[src/hw/rtl/png_row_unfilter_top_assert.svh]
// Assertion macros shared by the row unfilter modules.
`ifndef PNG_ROW_UNFILTER_TOP_ASSERT_SVH
`define PNG_ROW_UNFILTER_TOP_ASSERT_SVH

// Consequent must hold in the same cycle as the antecedent.
`define PRU_ASSERT_NOW(lbl, ante, cons, msg) \
  lbl: assert property (@(posedge clk) disable iff (!rst_n) (ante) |-> (cons)) \
    else $error(msg);

// Consequent must hold in the cycle after the antecedent.
`define PRU_ASSERT_NEXT(lbl, ante, cons, msg) \
  lbl: assert property (@(posedge clk) disable iff (!rst_n) (ante) |=> (cons)) \
    else $error(msg);

`endif

[src/hw/rtl/pru_fifo.sv]
// Short register queue between the front end and the back end.
module pru_fifo #(
  parameter int WIDTH = 24,
  parameter int DEPTH = 4
) (
  input  logic             clk,
  input  logic             rst_n,
  input  logic             push,
  input  logic [WIDTH-1:0] push_data,
  output logic             full,
  input  logic             pop,
  output logic             valid,
  output logic [WIDTH-1:0] pop_data
);

  localparam int PW = (DEPTH > 1) ? $clog2(DEPTH) : 1;
  localparam int CW = $clog2(DEPTH + 1);

  logic [WIDTH-1:0] mem_r [DEPTH];
  logic [PW-1:0]    wr_ptr_r, wr_ptr_nxt;
  logic [PW-1:0]    rd_ptr_r, rd_ptr_nxt;
  logic [CW-1:0]    cnt_r, cnt_nxt;

  assign full     = (cnt_r == CW'(DEPTH));
  assign valid    = (cnt_r != '0);
  assign pop_data = mem_r[rd_ptr_r];

  always_comb begin
    wr_ptr_nxt = wr_ptr_r;
    rd_ptr_nxt = rd_ptr_r;
    cnt_nxt    = cnt_r;
    if (push) begin
      wr_ptr_nxt = (wr_ptr_r == PW'(DEPTH - 1)) ? '0 : wr_ptr_r + 1'b1;
    end
    if (pop) begin
      rd_ptr_nxt = (rd_ptr_r == PW'(DEPTH - 1)) ? '0 : rd_ptr_r + 1'b1;
    end
    if (push && !pop) begin
      cnt_nxt = cnt_r + 1'b1;
    end else if (pop && !push) begin
      cnt_nxt = cnt_r - 1'b1;
    end
  end

  always_ff @(posedge clk) begin
    if (!rst_n) begin
      wr_ptr_r <= '0;
      rd_ptr_r <= '0;
      cnt_r    <= '0;
    end else begin
      wr_ptr_r <= wr_ptr_nxt;
      rd_ptr_r <= rd_ptr_nxt;
      cnt_r    <= cnt_nxt;
    end
  end

  always_ff @(posedge clk) begin
    if (push) begin
      mem_r[wr_ptr_r] <= push_data;
    end
  end

`include "png_row_unfilter_top_assert.svh"

  `PRU_ASSERT_NOW(a_no_overflow, push, cnt_r != CW'(DEPTH), "push into full queue")
  `PRU_ASSERT_NOW(a_no_underflow, pop, cnt_r != '0, "pop from empty queue")

endmodule

[config.mk]
export PLATFORM = sky130hd
export DESIGN_NAME = pru_fifo
export DESIGN_NICKNAME = d
export VERILOG_FILES = /design/src/hw/rtl/pru_fifo.sv
export VERILOG_INCLUDE_DIRS = /design/src /design/src/hw/rtl
export SDC_FILE = /design/constraint.sdc
export NUM_CORES = 1
export LEC_CHECK = 0
export BUFFER_PORTS_ARGS = -buffer_cell sky130_fd_sc_hd__buf_2
export CAP_MARGIN = 20
export CORE_MARGIN = 8
export CORE_UTILIZATION = 56
export DETAILED_ROUTE_END_ITERATION = 8
export GPL_TIMING_DRIVEN = 0
export PLACE_DENSITY_LB_ADDON = 0.05
export SLEW_MARGIN = 20
export SYNTH_ARGS = -nofsm -noshare
export SYNTH_HDL_FRONTEND = slang
export SYNTH_SLANG_ARGS = --single-unit
export TNS_END_PERCENT = 20
[constraint.sdc]
create_clock -name clk -period 2.2 [get_ports clk]
set_input_delay 0 -clock clk [delete_from_list [all_inputs] [get_ports clk]]
set_output_delay 0 -clock clk [all_outputs]
set_load 0.01 [all_outputs]
Word level (Yosys, flattened, before mapping)
Memory sizes are Yosys's and may differ from the RTL's. A register that Yosys moved wholly into a read port is not among the register bits.
Index checks and enable logic that the tools add are counted.
{"block": "classes", "n_addsub": 4, "multipliers": 0, "n_div": 0, "n_lt_le_gt_ge": 0, "eq_ne": 3, "shift": 0, "n_mux": 8, "bitwise_logic": 0, "reduce_logical": 6}
{"operator": "2-bit 2-to-1 mux", "n": 4}
{"operator": "3-bit 2-to-1 mux", "n": 2}
{"operator": "2-bit by 1-bit adder with 2-bit output (second input constant)", "n": 2}
{"operator": "2-bit equality test (second input constant)", "n": 2}
{"operator": "3-bit by 1-bit adder with 3-bit output (second input constant)", "n": 1}
{"operator": "3-bit equality test (second input constant)", "n": 1}
{"operator": "3-bit nonzero test", "n": 1}
{"operator": "3-bit by 1-bit subtractor with 3-bit output (second input constant)", "n": 1}
{"operator": "1-bit logical AND", "n": 2}
{"operator": "1-bit logical NOT", "n": 2}
{"operator": "1-bit 2-to-1 mux", "n": 2}
{"operator": "2-bit nonzero test", "n": 1}
{"block": "totals", "ff_bits": 7, "latchBits": 0, "ramBits": 96, "mem_bits_ro": 0, "memories": 1}
{"memory": "mem_r", "depth": 4, "word_bits": 24, "read_ports": 1, "rd_clocked_by_memory_dff": 1, "wr": 1, "line": "pru_fifo.sv:19", "text": "logic [WIDTH-1:0] mem_r [DEPTH];"}

Longest topological paths before layout
{"block": "logic_depth", "word_depth": 4, "depth_mapped": 7, "mapped_depth_nobuf": 7}

Least setup slack after synthesis
OpenSTA, ideal clock, no wires.
{"block": "synth_path", "kind": "reg-to-reg", "start": "register wr_ptr_r[0]", "end": "memory mem_r[3][0] (enable)", "setup_time_ns": 0.383, "arrival_time_ns": 1.162, "path_slack_ns": 0.655, "path_stages_with_launch": 3, "path_buffers": 0, "path_cell_list": "dfxtp_1 ha_1 and2_1"}
{"element": "start: declaration", "line": "pru_fifo.sv:20", "text": "logic [PW-1:0] wr_ptr_r, wr_ptr_nxt;"}
{"element": "start signal: assignment", "line": "pru_fifo.sv:51", "text": "wr_ptr_r <= wr_ptr_nxt;"}
{"element": "end: declaration", "line": "pru_fifo.sv:19"}
No word-level cell before the write port.

==> results.py <==
metrics = {
    "run_status": {
        "status": "finished clean",
    },
    "final_layout": {
        "fin_nets": 294,
        "instances_no_fill": 360,
        "synthToLayoutAreaGrowth_pct": 21.1,
        "final_common_cell": "edfxtp_1",
        "drive_gt1_frac": 0.367,
        "mostFrequentLayoutCells": "96 x edfxtp_1, 55 x buf_2, 25 x dlygate4sd3_1",
        "diodes": 0,
        "finish.instance_area_um2": 4800,
    },
    "floorplanning": {
        "core_um2": 6830,
        "initial_core_util": 0.580,
        "row_count": 30,
        "die_area_um2": 10000,
        "pin_count": 54,
        "die_x_um": 100,
        "die_h_um": 100,
    },
    "grt": {
        "grt_pass1_vias": 2108,
        "grt_pass1_wl_mm": 10.7,
        "grt_max_degree": 25,
        "grt_usage": 0.145,
        "antenna_found_initial": 0,
        "grt_overflow_total": 0,
    },
    "placed_design": {
        "dp.cells": 319,
        "io_buffers": 53,
        "dp_hpwl_mm": 4.43,
        "place_congestion": 0.685,
        "place_area_um2": 4350,
    },
    "worst_setup_path": {
        "cp_cell_sequence": "clkbuf_1 -> buf_2 -> mux4_2 -> buf_2",
        "crit_type": "reg -> out",
        "critPathTopFamily": "buffers and inverters",
        "worst-path-buf-inv": 3,
        "worst_setup_path_end_kind": "output port",
        "path_max_fanout": 10,
        "cp-start-kind": "flop",
        "r2r_slack_ns": 0.64,
        "worst_path_most_repeated_cell": "buf_2",
        "critPathMaxStageDelay_ns": 0.37,
        "worstPathArrival_ns": 1.81,
        "cp.required_ns": 2.20,
        "crit_slowest_cell": "mux4_2",
    },
    "timing": {
        "hold_viol_final": 0,
        "finClkSkew_ns": 0.00808,
        "fmax_mhz": 552,
        "tns_ns": 0,
        "worstMarginPinSlew_ns": 0.691,
        "finalCritPeriodShare": 0.824,
        "setup_viol": 0,
        "holdWs_ns": 0.0163,
        "rsz0062_at_grt": "no",
        "maxSlewHeadroom": 0.539,
        "period_minus_slack_ns": 1.81,
        "slew_violations": 0,
    },
    "power_and_ir_drop": {
        "p_leak_uw": 0.00168,
        "p_sw_uw": 884,
        "clock_power_share": 0.297,
        "seqPwrFrac": 0.590,
        "p_total_uw": 3920,
        "ir_worst_vdd_v": 0.000508,
        "p_per_area_nw_per_um2": 817,
        "comb_power_share": 0.113,
        "swShare": 0.226,
        "internal_power_uw": 3030,
    },
    "synth": {
        "synth_top_family_by_area": "multiplexers",
        "postSynthAreaPerCell_um2": 23.3,
        "muxShareOfSynthArea": 0.150,
        "synthAdderAreaFrac": 0.0240,
        "synth_nets": 205,
        "seq_area_frac_synth": 0.773,
        "syn_inst": 170,
        "netlist.area_leader.share": 0.728,
        "synthTopCellsByArea": "edfxtp_1 73%, mux4_2 11%, dfxtp_1 4.5%",
        "yosysTopAreaCell": "edfxtp_1",
        "ys_ff_latch": 105,
        "synthSimpleGateAreaFrac": 0.0231,
        "ys_warn_count": 0,
        "synth_compound_area_frac": 0.00505,
        "synth_area_um2": 3960,
        "ys_types": 23,
        "synthXorXnorAreaFrac": 0.00442,
    },
    "routing": {
        "drc": 0,
        "drtIter0Drc": 61,
        "viasPerCell": 5.29,
        "vias": 1904,
        "drt_first_pass_iters": 4,
        "drt.antenna.violating_nets": 0,
        "totalWireLength_mm": 6.85,
        "wl_per_cell_um": 19.0,
    },
    "clock_tree": {
        "clk_latency_ns": 0.36,
        "cts.reportedPaths.clkPinSlew_ns": 0.09,
        "clk_root_buffer_cell": "clkbuf_8",
        "htreeDepth": 3,
        "cts_tree": "built",
        "cts_buffer_depth": 2,
        "cts_sinks": 105,
        "post-cts-setup-buffers": 0,
        "cts_buffers": 9,
    },
    "run": {
        "maxCapViolations": 0,
    },
    "min_path": {
        "hold_path.class": "in -> reg",
    },
}
[logic make-up (layout without fill, tap and decap cells)]
group	count (synthesis)	after routing
AOI/OAI and AO/OA	3	3
xor gates and xnor gates	2	2
adders and majority gates	7	7
buffers and inverters	10	104
DFF	105	105
muxes	28	28
and+or+nand+nor	15	15
[per-layer routing]
layer  vias up  share of wire  GRT usage
met2        43           0.53      0.250
met3        10          0.047     0.0464
li1        874              -          -
met1       977           0.41      0.161
met4         0          0.012     0.0640
met5         -              0          0
[cell usage after synthesis]
cell and n:
a21boi_0 1, and2_1 5, buf_12 2, buf_2 2
buf_6 1, clkbuf_1 1, dfxtp_1 9, edfxtp_1 96
fa_1 1, ha_1 6, inv_1 4, mux2i_1 4
mux4_1 4, mux4_2 20, nor2_1 1, nor2b_1 5
nor3_1 1, nor3b_1 1, o21a_1 1, o21ai_0 1
or3_1 2, xnor2_1 1, xor2_1 1
[worst min-delay path, cell delays in order]
cell     delay, ns
buf_2         0.12
mux2i_1       0.09
nor2b_1       0.13
[per-stage QoR]
step | util | worst slack [ns]
finish | 0.702 | 0.388
CTS | 0.702 | 0.360
global placement | 0.636 | 0.302
floorplan | - | 0.655
global route | 0.702 | 0.278
detailed placement | 0.637 | 0.630
[layout make-up]
type	instances	area, um2
clock buffer	10	128
buffer	6	65.1
timing repair buffer	78	515
clock inverter	6	67.6
multi-input combinational	55	825
inverter	4	15.0
tap	96	120
fill	440	2030
sequential	105	3060
[power groups by stage]
stage | sequential (uW) | clock [uW] | combinational (uW)
floorplan | 2350 | 0 | 256
global placement | 2350 | 0 | 394
detailed placement | 2360 | 0 | 418
CTS | 2310 | 1190 | 455
global route | 2320 | 1260 | 485
finish | 2310 | 1160 | 444
[state kept, by name, indices dropped and copies added, names as in the netlist, named ones only]
name      flops
mem_r        96
cnt_r         3
rd_ptr_r      2
wr_ptr_r      2
[repair_timing]
action                    4_1_cts  5_1_grt
hold endpoints to repair      105        0
hold buffers                   25        0
resized for setup               0        0
[final timing paths]
| check | depth (start not counted) | end | start |
|---|---|---|---|
| worst max-delay path | 4 | pop_data[14] | flop |
| worst min-delay path | 3 | flop | pop |
| worst max register to register | 2 | mem_r[3][14]$_DFFE_PP_ | wr_ptr_r[0]$_SDFFE_PN0P_ |
| worst min register to register | 2 | cnt_r[2]$_SDFFE_PN0P_ | cnt_r[2]$_SDFFE_PN0P_ |
Note: power is estimated with default switching activity, not from simulation.
