<file path="src/hw/rtl/png_row_unfilter_top_assert.svh">
// Assertion macros shared by the row unfilter modules.
`ifndef PNG_ROW_UNFILTER_TOP_ASSERT_SVH
`define PNG_ROW_UNFILTER_TOP_ASSERT_SVH

// Consequent must hold in the same cycle as the antecedent.
`define PRU_ASSERT_NOW(lbl, ante, cons, msg) \
  lbl: assert property (@(posedge clk) disable iff (!rst_n) (ante) |-> (cons)) \
    else $error(msg);

// Consequent must hold in the cycle after the antecedent.
`define PRU_ASSERT_NEXT(lbl, ante, cons, msg) \
  lbl: assert property (@(posedge clk) disable iff (!rst_n) (ante) |=> (cons)) \
    else $error(msg);

`endif

</file>
<file path="src/hw/rtl/pru_pkg.sv">
// Shared types and constants for the PNG row unfilter.
package pru_pkg;

  typedef enum logic [2:0] {
    FILT_NONE  = 3'd0,
    FILT_SUB   = 3'd1,
    FILT_UP    = 3'd2,
    FILT_AVG   = 3'd3,
    FILT_PAETH = 3'd4
  } filt_t;

  localparam int CFG_AW = 2;
  localparam int CFG_DW = 16;

  localparam logic [CFG_AW-1:0] CFG_BPP       = 2'd0;
  localparam logic [CFG_AW-1:0] CFG_ROW_BYTES = 2'd1;
  localparam logic [CFG_AW-1:0] CFG_HEIGHT    = 2'd2;

  localparam logic [7:0] FILT_MAX_CODE = 8'd4;

  // Per-item control passed from the front end to the back end.
  typedef struct packed {
    logic  is_err;
    logic  first_row;
    logic  row_start;
    logic  last_row;
    logic  last_img;
    filt_t filt;
  } ctl_t;

endpackage

</file>
<file path="src/hw/rtl/pru_front.sv">
// Front end: tracks row position, row count and errors, classifies each item.
module pru_front
  import pru_pkg::*;
#(
  parameter int MAX_ROW_BYTES = 4096,
  parameter int AW = $clog2(MAX_ROW_BYTES),
  parameter int PW = $clog2(MAX_ROW_BYTES + 1)
) (
  input  logic          clk,
  input  logic          rst_n,
  input  logic          in_valid,
  output logic          in_ready,
  input  logic [7:0]    in_byte,
  input  logic          in_first,
  input  logic [PW-1:0] row_len,
  input  logic [15:0]   height,
  input  logic          q_full,
  output logic          push,
  output ctl_t          push_ctl,
  output logic [7:0]    push_byte,
  output logic [AW-1:0] push_idx
);

  logic [PW-1:0] pos_r, pos_nxt;
  logic [15:0]   row_r, row_nxt;
  logic          err_r, err_nxt;
  filt_t         filt_r, filt_nxt;

  logic          acc;
  logic [PW-1:0] pos;
  logic [15:0]   row;
  logic          err;
  logic          row_end;
  logic          kept;

  assign in_ready  = !q_full;
  assign acc       = in_valid && in_ready;
  assign push_byte = in_byte;

  always_comb begin
    // a new image restarts at the filter byte of row 0
    pos     = in_first ? '0 : pos_r;
    row     = in_first ? '0 : row_r;
    err     = in_first ? 1'b0 : err_r;
    row_end = (pos >= row_len);
    kept    = (row < height);
    push_idx = AW'(pos - 1'b1);

    pos_nxt  = pos_r;
    row_nxt  = row_r;
    err_nxt  = err_r;
    filt_nxt = filt_r;
    push     = 1'b0;

    push_ctl           = '0;
    push_ctl.filt      = filt_r;
    push_ctl.first_row = (row == '0);
    push_ctl.row_start = (pos == PW'(1));
    push_ctl.last_row  = row_end;
    push_ctl.last_img  = row_end && ({1'b0, row} + 17'd1 == {1'b0, height});

    if (acc) begin
      pos_nxt = pos;
      row_nxt = row;
      err_nxt = err;
      if (!err) begin
        if (pos == '0) begin
          pos_nxt = PW'(1);
          if (kept) begin
            if (in_byte > FILT_MAX_CODE) begin
              err_nxt  = 1'b1;
              push     = 1'b1;
              push_ctl = '0;
              push_ctl.is_err = 1'b1;
            end else begin
              filt_nxt = filt_t'(in_byte[2:0]);
            end
          end
        end else begin
          push = kept;
          if (row_end) begin
            pos_nxt = '0;
            row_nxt = row + 16'(kept);
          end else begin
            pos_nxt = pos + 1'b1;
          end
        end
      end
    end
  end

  always_ff @(posedge clk) begin
    if (!rst_n) begin
      pos_r  <= '0;
      row_r  <= '0;
      err_r  <= 1'b0;
      filt_r <= FILT_NONE;
    end else begin
      pos_r  <= pos_nxt;
      row_r  <= row_nxt;
      err_r  <= err_nxt;
      filt_r <= filt_nxt;
    end
  end

endmodule

</file>
<file path="config.mk">
export PLATFORM = sky130hd
export DESIGN_NAME = pru_front
export DESIGN_NICKNAME = d
export VERILOG_FILES = /design/src/hw/rtl/png_row_unfilter_top_assert.svh /design/src/hw/rtl/pru_pkg.sv /design/src/hw/rtl/pru_front.sv
export SDC_FILE = /design/constraint.sdc
export NUM_CORES = 1
export LEC_CHECK = 0
export ABC_AREA = 1
export BUFFER_PORTS_ARGS = -buffer_cell sky130_fd_sc_hd__buf_2
export CAP_MARGIN = 20
export CORE_ASPECT_RATIO = 1.25
export CORE_MARGIN = 2
export CORE_UTILIZATION = 50
export CTS_CLUSTER_SIZE = 8
export DETAILED_ROUTE_END_ITERATION = 10
export HOLD_SLACK_MARGIN = 0.05
export PLACE_DENSITY = 0.7
export SLEW_MARGIN = 20
export SYNTH_ARGS = -nofsm -noshare
export SYNTH_HDL_FRONTEND = slang
export SYNTH_SLANG_ARGS = --single-unit
</file>
<file path="constraint.sdc">
create_clock -name clk -period 3.4 [get_ports clk]
set_input_delay 0.68 -clock clk [delete_from_list [all_inputs] [get_ports clk]]
set_output_delay 0.68 -clock clk [all_outputs]
set_load 0.005 [all_outputs]
</file>
# Yosys cells after proc, flatten, opt, wreduce, memory -nomap -nowiden
# Cells that the tools add are included.
# totals
register_bits	33
latchBits	0
ram_bits	0
mem_bits_ro	0
inputBits	42
output_inout_bits	30
mem_count	0
# classes
n_addsub	4
multipliers	0
n_div	0
n_lt_le_gt_ge	3
n_eq_ne	2
shifts	0
n_mux	21
bitwise	2
reduce_logical	6
# ops
operator	count
$mux 16	4
$mux 13	4
$mux 8	5
$add 16x1->17 const B	1
$eq 17x16->1	1
$add 16x1->16	1
$logic_not 16->1	1
$lt 16x16->1	1
$add 13x1->13 const B	1
$eq 13x1->1 const B	1
$ge 13x13->1	1
$logic_not 13->1	1
$sub 12x1->12 const B	1
$gt 8x3->1 const B	1
$mux 1	8
$reduce_and 5->1	1
$logic_and 1x1->1	2
$not 1->1	2
$logic_not 1->1	1

# Logic depth before layout (Yosys ltp)
# Gate-level depths: netlist of run 1.
# depth
ltp_word	9
ltp_mapped	22
ltp_nobuf	21

# Least setup slack after synthesis of run 1
# Ideal clock, no wire load.
# synth_path
kind	input port to flip-flop
from	input port in_first
to	register row_r[14]
arrival_ns	2.831
required_time_ns	3.287
path_slack_ns	0.456
path_stages	19
n_path_buf	1
path_cell_list	inv_2 > buf_4 > nand2_1 > inv_1 > ha_1 > nand2_1 > a21oi_1 > o21ai_0 > nand2_1 > nor2_4 > and2_1 > ha_1 > nand2_1 > nor3_1 > nand4_2 > nor2_1 > nand2_1 > nand2_1 > nor2_1
# synth_via
elab_chain_len	6
elab_cells_between_ends	10
cone_classes	1 x add/sub; 2 x order compare; 6 x mux; 1 x reduce/logical
# synth_rtl
element	line	text
start: declaration	pru_front.sv:14	input logic in_first,
$mux 16	pru_front.sv:43	row = in_first ? '0 : row_r;
$lt 16x16->1	pru_front.sv:46	kept = (row < height);
$add 16x1->16	pru_front.sv:83	row_nxt = row + 16'(kept);
$mux 16	pru_front.sv:81	if (row_end) begin
$mux 16	pru_front.sv:67	if (pos == '0) begin
$mux 16 (*)	pru_front.sv:66	if (!err) begin
end signal: assignment	pru_front.sv:100	row_r <= row_nxt;
end: declaration	pru_front.sv:25	logic [15:0] row_r, row_nxt;
# Every way passes the cells marked *; elsewhere a longest branch is shown, timed or not.
# A chain may end at the register's enable or synchronous reset.

==> results of run 1 <==
[synth_stat cells, types with 3 or more instances]
| library cell | count |
|---|---|
| a21oi_1 | 33 |
| buf_4 | 10 |
| clkbuf_1 | 4 |
| dfxtp_1 | 33 |
| ha_1 | 29 |
| inv_1 | 114 |
| inv_2 | 9 |
| nand2_1 | 197 |
| nand2_2 | 14 |
| nand2_4 | 6 |
| nand3_1 | 53 |
| nand4_1 | 13 |
| nor2_1 | 80 |
| nor2_2 | 6 |
| nor2_4 | 5 |
| nor3_1 | 10 |
| nor3_2 | 4 |
| o21ai_0 | 18 |
| o21ai_1 | 7 |
| or2_2 | 3 |
| xor2_1 | 21 |
[cell type report]
class / instances / area, µm²
clock inverters: 1 / 5.005
well taps: 95 / 118.9
fillers: 777 / 3024
inverters: 124 / 467.9
flip-flops and latches: 33 / 660.6
repair buffers: 101 / 618.1
clock buffers: 7 / 96.34
multi-input cells: 518 / 2801
[state kept, by name, indices dropped and copies added (netlist names)]
signal  cells
filt_r      3
err_r       1
row_r      16
pos_r      13
[through the flow]
stage / area, µm² / cells / hold WS (ns)
final: 4768 / 879 / 0.4735
after global routing: 4768 / 879 / 0.4983
after CTS: 4681 / 873 / 0.4745
after detailed placement: 4577 / 865 / 0.4631
after global placement: 4577 / 865 / 0.4600
after floorplan: 4019 / 692 / 0.4444
[layer usage]
metal,GRT usage,vias up,share of wire
li1,-,2343,-
met1,0.2916,1983,0.38
met2,0.5295,139,0.54
met3,0.02302,33,0.038
met4,0.1279,0,0.039
met5,0,-,0
[worst max-delay path by stage]
stage              from                     end  slack [ns]  depth (start not counted)
5_1_grt        in_first             push_ctl[3]       0.006                         17
3_5_place_dp   in_first             push_ctl[3]       -0.04                         14
6_report       in_first             push_ctl[3]        0.22                         14
4_1_cts        in_first             push_ctl[3]        0.07                         14
2_1_floorplan  in_first  row_r[14]$_SDFFE_PN0P_        0.46                         19
3_3_place_gp   in_first             push_ctl[3]        0.04                         14
[logic make-up after synthesis]
logic type | after synthesis
xor gates and xnor gates | 21
adders and majority gates | 29
buffers and inverters | 141
DFF | 33
and+or+nand+nor | 404
AOI/OAI and AO/OA | 64
[worst max-delay path, delay by kind of cell]
family	cells	cell delay, ns
buffers and inverters	4	0.54
and+or+nand+nor	6	0.52
AOI/OAI and AO/OA	3	0.47
adders and majority gates	1	0.29
[power by group through the flow]
stage               logic [mW]  registers, mW  clock network, mW
global route             0.283          0.401              0.349
finish                   0.251          0.400              0.336
detailed placement       0.243          0.409                  0
floorplan                0.156          0.407                  0
global placement         0.238          0.409                  0
CTS                      0.244          0.400              0.340
[timing repair]
item | 4_1_cts | 5_1_grt
gates cloned | 0 | 0
gates resized for setup | 1 | 9
setup buffers | 0 | 6
pin swaps | 0 | 2
hold buffers | 0 | 0
hold endpoints to repair | 0 | 0
setup endpoints to repair | 1 | 1
==> impl_metrics.py, run 1 <==
metrics = {
    "critical_path": {
        "path_cells": "buf_2 -> buf_12 -> nor2_1 -> ha_1 -> nand2_1 -> a21oi_1 -> o21ai_0 -> a21oi_2 -> nor2_4 -> buf_4 -> nand4_4 -> nand2_2 -> nor2_1 -> buf_2",
        "crit_arrival_ns": 2.50,
        "critPathMaxStageDelay_ns": 0.29,
        "reg2reg_depth": 17,
        "critPathCaptureType": "output pin",
        "regToRegSetupSlack_ns": 0.76,
        "crit_type": "in2out",
        "worstPathRequired_ns": 2.72,
        "startpoint_type": "primary input",
        "r2r_start": "row_r[10]$_SDFFE_PN0P_",
        "crit_fanout": 12,
        "r2r-end": "row_r[8]$_SDFFE_PN0P_",
        "slowest_stage": "ha_1",
    },
    "yosys": {
        "syn-cell-area_um2": 4019,
        "ys_seq_elements": 33,
        "synth_area_leader_cell": "nand2_1",
        "yosys.area.top_type_share": 0.1840,
        "synthSimpleGateAreaFrac": 0.4698,
        "synth-compound-area-share": 0.08375,
        "synth_top_family_by_area": "simple AND/OR/NAND/NOR gates",
        "synth_cell_type_count": 40,
        "synth_seq_area_share": 0.1644,
        "synth_xor_xnor_area_share": 0.04577,
        "yosys-top-cells-area": "nand2_1, dfxtp_1, inv_1, ha_1, nor2_1",
        "synth_fa_ha_area_frac": 0.09029,
        "ys.flop_type": "dfxtp_1",
        "synth_fp_nets": 763,
        "avgSynthCellArea_um2": 5.808,
        "synthMuxAreaShare": 0,
        "synth_warnings": 0,
        "ys_async_sr_fraction": 0,
        "synthesis.instances": 692,
        "synth-edff-count": 0,
    },
    "sta": {
        "setup_violations": 0,
        "post-route-min-period_ns": 3.183,
        "finalClockSkew_ns": 0.004246,
        "rsz0062_at_grt": "no",
        "hold_viol_final": 0,
        "fmaxAchievable_mhz": 314.2,
        "fin_ws_ns": 0.2175,
        "tns_ns": 0,
        "maxSlewViolCount": 0,
        "max_slew.worst_pin.slew_ns": 0.5305,
        "period_share": 0.9360,
        "slew_headroom": 0.6459,
    },
    "finish": {
        "fin_util": 0.6119,
        "final_common_cell": "nand2_1",
        "area_growth_pct": 18.65,
        "n_antenna_cell": 0,
        "num-nets-final": 854,
        "drive_gt1_frac": 0.2194,
        "layout_common_cells": "nand2_1, inv_1, nor2_1",
    },
    "route": {
        "num_vias": 4498,
        "drcViolationCount": 0,
        "routed_via_density": 5.117,
        "first_pass_iters": 5,
        "wl_mm": 11.91,
        "postRouteAntennaNets": 0,
        "post_drt_wl_per_cell_um": 13.54,
        "drtIter0Drc": 198,
    },
    "min_path": {
        "hold_depth": 2,
        "min_to": "pos_r[1]$_SDFFE_PN0P_",
        "hp-start": "pos_r[1]$_SDFFE_PN0P_",
        "hold_class": "reg2reg",
    },
    "die": {
        "pin_count": 72,
        "die_w_um": 84.19,
        "die-area_um2": 8776,
        "fp.dieH_um": 104.2,
        "start_util": 0.5157,
        "std_cell_rows": 36,
        "core_area_um2": 7792,
    },
    "pwr": {
        "sw_frac_of_total": 0.3138,
        "netSwitchingPower_mw": 0.3099,
        "internal_power_mw": 0.6774,
        "p_clk_frac": 0.340,
        "seq_power_share": 0.405,
        "combPwrFrac": 0.254,
        "vdd_drop_max_mv": 0.1218,
        "p_total_mw": 0.9873,
        "p_leak_nw": 2.602,
        "pwr_density_cell_nw_per_um2": 207.1,
    },
    "global_routing": {
        "grt.overflow.total": 0,
        "grt_pass1_vias": 4351,
        "grt_pass1_wl_mm": 19.69,
        "antenna_found_initial": 0,
        "grt_use_total": 0.2737,
        "grt_max_degree": 21,
    },
    "clocking": {
        "insertion_delay_ns": 0.29,
        "htree_num_levels": 2,
        "cts_buffer_depth": 2,
        "path_clk_slew_ns": 0.07,
        "clkSinkCount": 33,
        "cts_made_buffers": 5,
        "clock-root-buffer": "clkbuf_8",
        "tritoncts": "yes",
    },
    "placement": {
        "dpl.hpwl_mm": 9.929,
        "routabilityCongestion": 0.9380,
        "post-place-ws_ns": -0.03877,
        "io_buffer_count": 71,
    },
    "outcome": {
        "status": "finished, final reports clean",
    },
    "job": {
        "drv_cap": 0,
    },
}
Note: power is estimated with default switching activity, not from simulation.
==> run 2: changes to the inputs <==
--- a/config.mk
+++ b/config.mk
@@ -8,7 +8,7 @@
 export ABC_AREA = 1
 export BUFFER_PORTS_ARGS = -buffer_cell sky130_fd_sc_hd__buf_2
 export CAP_MARGIN = 20
-export CORE_ASPECT_RATIO = 1.25
+export CORE_ASPECT_RATIO = 1.1
 export CORE_MARGIN = 2
 export CORE_UTILIZATION = 50
 export CTS_CLUSTER_SIZE = 8
==> impl_metrics.py, run 2 (synthesized netlist as in run 1, its figures left out) <==
metrics = {
    "global_routing": {
        "grt.overflow.total": 0,
        "antenna_found_initial": 0,
        "grt_use_total": 0.2624,
        "use_met3": 0.02536,
        "grt_pass1_vias": 4272,
        "use_met2": 0.4906,
        "grt_pass1_wl_mm": 18.55,
        "grt_max_degree": 21,
        "grt_util_met1": 0.2920,
        "grt-busiest-layer": "met2",
    },
    "clocking": {
        "post_cts_buffers": 0,
        "cts_made_buffers": 5,
        "clock-root-buffer": "clkbuf_8",
        "cts_hold_buf": 0,
        "path_clk_slew_ns": 0.07,
        "clkSinkCount": 33,
        "cts_buffer_depth": 2,
        "insertion_delay_ns": 0.29,
        "tritoncts": "yes",
        "htree_num_levels": 2,
    },
    "die": {
        "die_w_um": 89.48,
        "pin_count": 72,
        "start_util": 0.5107,
        "die-area_um2": 8772,
        "fp.dieH_um": 98.03,
        "std_cell_rows": 34,
        "core_area_um2": 7870,
    },
    "finish": {
        "n_antenna_cell": 0,
        "area_growth_pct": 14.94,
        "num-nets-final": 842,
        "registers.top_by_ff_count": "row_r",
        "fin_util": 0.5870,
        "layout_common_cells": "nand2_1, inv_1, nor2_1",
        "top_regs": "row_r: 16 flops, pos_r: 13 flops, filt_r: 3 flops",
        "drive_gt1_frac": 0.1982,
        "final_common_cell": "nand2_1",
        "largest_register_ffs": 16,
    },
    "pwr": {
        "pwr_density_cell_nw_per_um2": 199.3,
        "vdd_drop_max_mv": 0.1382,
        "p_leak_nw": 2.519,
    },
    "sta": {
        "slew_headroom": 0.6601,
        "rsz0062_at_grt": "no",
        "fmaxAchievable_mhz": 308.4,
        "tns_ns": 0,
        "max_slew.worst_pin.slew_ns": 0.5093,
        "finalClockSkew_ns": 0.01010,
        "hold_ws_ns": 0.4752,
        "period_share": 0.9538,
        "post-route-min-period_ns": 3.243,
        "setup_violations": 0,
        "hold_viol_final": 0,
        "maxSlewViolCount": 0,
    },
    "critical_path": {
        "crit_arrival_ns": 2.56,
        "startpoint_type": "primary input",
        "worstPathRequired_ns": 2.72,
        "crit_type": "in2out",
        "crit_fanout": 8,
        "critPathCaptureType": "output pin",
        "regToRegSetupSlack_ns": 0.65,
    },
    "route": {
        "num_vias": 4467,
        "routed_via_density": 5.076,
        "post_drt_wl_per_cell_um": 12.73,
        "first_pass_iters": 5,
        "drtIter0Drc": 201,
        "drcViolationCount": 0,
        "postRouteAntennaNets": 0,
        "wl_mm": 11.20,
    },
    "min_path": {
        "hold_class": "reg2reg",
    },
    "placement": {
        "io_buffer_count": 71,
        "routabilityCongestion": 0.9479,
        "dpl.hpwl_mm": 9.397,
    },
    "job": {
        "drv_cap": 0,
    },
    "outcome": {
        "status": "finished, final reports clean",
    },
}
run 2: cell count changes in the layout (fill, tap and decap cells not counted), moves of 2 or more:
cell      previous run  this run
buf_4               27        17
buf_12               3         0
clkbuf_1             0         3
a21oi_1             31        33
a21oi_2              2         0
clkbuf_8             7         5
nor2_1              77        79
run 2: per-stage QoR:
step,std cells,worst slack [ns],total power [mW],instance area [µm²]
after floorplan,692,0.4562,0.5631,4019
final,880,0.1572,0.9207,4619
after global placement,872,0.1521,0.6385,4523
after CTS,880,0.1193,0.9234,4603
after detailed placement,872,0.1313,0.6430,4523
after global routing,880,0.007113,0.9689,4619
run 2: critical path: stages:
cell,delay [ns]
buf_2,0.18
buf_4,0.21
nor2_1,0.11
inv_2,0.13
ha_1,0.17
nand3_1,0.08
nor2_1,0.18
nand2_4,0.13
nor2_2,0.16
nand4_4,0.20
nand2_1,0.15
nor2_1,0.06
buf_2,0.12
run 2: area by class of cell:
cell class	instances	area, µm²
sequential	33	660.6
timing repair buffer	89	494.2
fill	849	3251
tap	108	135.1
clock buffer	8	80.08
inverter	124	467.9
multi-input combinational	518	2781
run 2: timing repair:
item                       CTS  global route
hold endpoints to repair     0             0
setup endpoints to repair    0             3
resized for setup            0             6
run 2: routing by layer:
metal	wire [µm]	vias up
met3	372	32
met5	0	-
met2	5840	121
li1	-	2316
met4	417	0
met1	4569	1998
run 2: path summary, 6_finish.rpt:
path | startpoint | end | cells past startpoint
hold reg to reg | pos_r[1]$_SDFFE_PN0P_ | pos_r[1]$_SDFFE_PN0P_ | 2
setup / recovery | in_first | push_ctl[3] | 13
setup reg to reg | row_r[11]$_SDFFE_PN0P_ | row_r[14]$_SDFFE_PN0P_ | 17
hold / removal | pos_r[1]$_SDFFE_PN0P_ | pos_r[1]$_SDFFE_PN0P_ | 2
run 2: report_power, final:
group | total, mW | switching [mW] | internal, mW
Sequential | 0.400 | 0.00727 | 0.393
Combinational | 0.236 | 0.144 | 0.0917
Clock | 0.285 | 0.139 | 0.145
==> run 3: changes to the inputs <==
--- a/config.mk
+++ b/config.mk
@@ -15,6 +15,7 @@
 export DETAILED_ROUTE_END_ITERATION = 10
 export HOLD_SLACK_MARGIN = 0.05
 export PLACE_DENSITY = 0.7
+export RECOVER_POWER = 25
 export SLEW_MARGIN = 20
 export SYNTH_ARGS = -nofsm -noshare
 export SYNTH_HDL_FRONTEND = slang
==> impl_metrics.py, run 3 (synthesized netlist as in run 1, its figures left out) <==
metrics = {
    "outcome": {
        "status": "finished, final reports clean",
    },
    "sta": {
        "setup_violations": 0,
        "fin_ws_ns": 0.1523,
        "fmaxAchievable_mhz": 307.9,
        "max_slew.worst_pin.slew_ns": 0.5129,
        "rsz0062_at_grt": "no",
        "post-route-min-period_ns": 3.248,
        "tns_ns": 0,
        "hold_ws_ns": 0.4754,
        "hold_viol_final": 0,
        "maxSlewViolCount": 0,
        "finalClockSkew_ns": 0.009253,
        "slew_headroom": 0.6577,
        "period_share": 0.9552,
    },
    "die": {
        "pin_count": 72,
        "die-area_um2": 8772,
        "fp.dieH_um": 98.03,
        "std_cell_rows": 34,
        "core_area_um2": 7870,
        "die_w_um": 89.48,
        "start_util": 0.5107,
    },
    "finish": {
        "drive_gt1_frac": 0.1878,
        "n_antenna_cell": 0,
        "top_regs": "row_r: 16 flops, pos_r: 13 flops, filt_r: 3 flops",
        "final_common_cell": "nand2_1",
        "final-seq-area_um2": 660.6,
        "nFillCells": 857,
        "multi_input_area_um2": 2776,
        "largest_register_ffs": 16,
        "area_growth_pct": 14.60,
        "registers.top_by_ff_count": "row_r",
        "num-nets-final": 842,
        "layout.cells.non_filler": 880,
        "final_area_um2": 4606,
        "layout_common_cells": "nand2_1, inv_1, nor2_1",
    },
    "global_routing": {
        "grt.overflow.total": 0,
        "grt_max_degree": 21,
        "grt_use_total": 0.2624,
        "grt_pass1_wl_mm": 18.55,
        "antenna_found_initial": 0,
        "grt_pass1_vias": 4272,
    },
    "clocking": {
        "clock-root-buffer": "clkbuf_8",
        "cts_buffer_depth": 2,
        "path_clk_slew_ns": 0.07,
        "cts_made_buffers": 5,
        "clkSinkCount": 33,
        "htree_num_levels": 2,
        "post_cts_buffers": 0,
        "tritoncts": "yes",
        "insertion_delay_ns": 0.29,
    },
    "placement": {
        "post-place-ws_ns": 0.1313,
        "io_buffer_count": 71,
        "placedInstanceArea_um2": 4523,
        "dpl.hpwl_mm": 9.397,
        "place_inst": 872,
        "routabilityCongestion": 0.9479,
    },
    "critical_path": {
        "crit_fanout": 8,
        "cpMostUsedCell": "nor2_1",
        "slowest_stage": "buf_4",
        "crit_type": "in2out",
        "startpoint_type": "primary input",
        "crit_arrival_ns": 2.57,
        "worstPathRequired_ns": 2.72,
        "path_cells": "buf_2 -> buf_4 -> nor2_1 -> inv_2 -> ha_1 -> nand3_1 -> nor2_1 -> nand2_4 -> nor2_2 -> nand4_4 -> nand2_1 -> nor2_1 -> buf_2",
        "critPathCaptureType": "output pin",
        "critPathMaxStageDelay_ns": 0.21,
    },
    "route": {
        "num_vias": 4497,
        "first_pass_iters": 5,
        "post_drt_wl_per_cell_um": 12.70,
        "postRouteAntennaNets": 0,
        "drtIter0Drc": 209,
        "routed_via_density": 5.110,
        "wl_mm": 11.17,
        "drcViolationCount": 0,
    },
    "pwr": {
        "pwr_density_cell_nw_per_um2": 199.7,
        "p_leak_nw": 2.499,
        "vdd_drop_max_mv": 0.1384,
    },
    "job": {
        "drv_cap": 0,
    },
    "min_path": {
        "hold_class": "reg2reg",
    },
}
run 3: cell types whose count changed in the layout (fill, tap and decap cells not counted), sizes merged:
cell,before,now
buf,89,82
clkbuf,8,15
run 3: power by group:
part	switching, mW	internal, mW
clock	0.139	0.145
combinational	0.144	0.0906
sequential	0.00722	0.393
run 3: area by class of cell:
cell class                 count  area share
tap                          108     0.02934
multi-input combinational    518      0.6028
clock buffer                   8     0.01739
timing repair buffer          89      0.1054
sequential                    33      0.1434
inverter                     124      0.1016
run 3: routing by layer:
layer	GRT usage	wire (µm)	vias to the layer above	part of all wire
met5	0	0	-	0
met4	0.1091	463	0	0.041
met3	0.02536	433	38	0.039
met2	0.4906	5773	138	0.52
met1	0.2920	4502	2005	0.40
li1	-	-	2316	-
run 3: path summary, 6_finish.rpt:
path,slack [ns],startpoint,end,cells after the start
max,0.15,in_first,push_ctl[3],13
min reg2reg,0.48,pos_r[1]$_SDFFE_PN0P_,pos_r[1]$_SDFFE_PN0P_,2
min,0.48,pos_r[1]$_SDFFE_PN0P_,pos_r[1]$_SDFFE_PN0P_,2
max reg2reg,0.66,row_r[11]$_SDFFE_PN0P_,row_r[14]$_SDFFE_PN0P_,17
run 3: stage by stage:
step,power (mW),utilization
final,0.9195,0.5852
after CTS,0.9234,0.5849
after floorplan,0.5631,-
after global routing,0.9678,0.5852
after detailed placement,0.6430,0.5747
after global placement,0.6385,0.5747
run 3: worst max-delay path, delay by kind of cell:
kind | cells | cell delay [ns]
and+or+nand+nor | 8 | 1.07
buffers and inverters | 4 | 0.64
adders and majority gates | 1 | 0.17
run 3: timing repair:
item,4_1_cts,5_1_grt
hold buffers,0,0
gates resized for setup,0,6
setup endpoints to repair,0,3
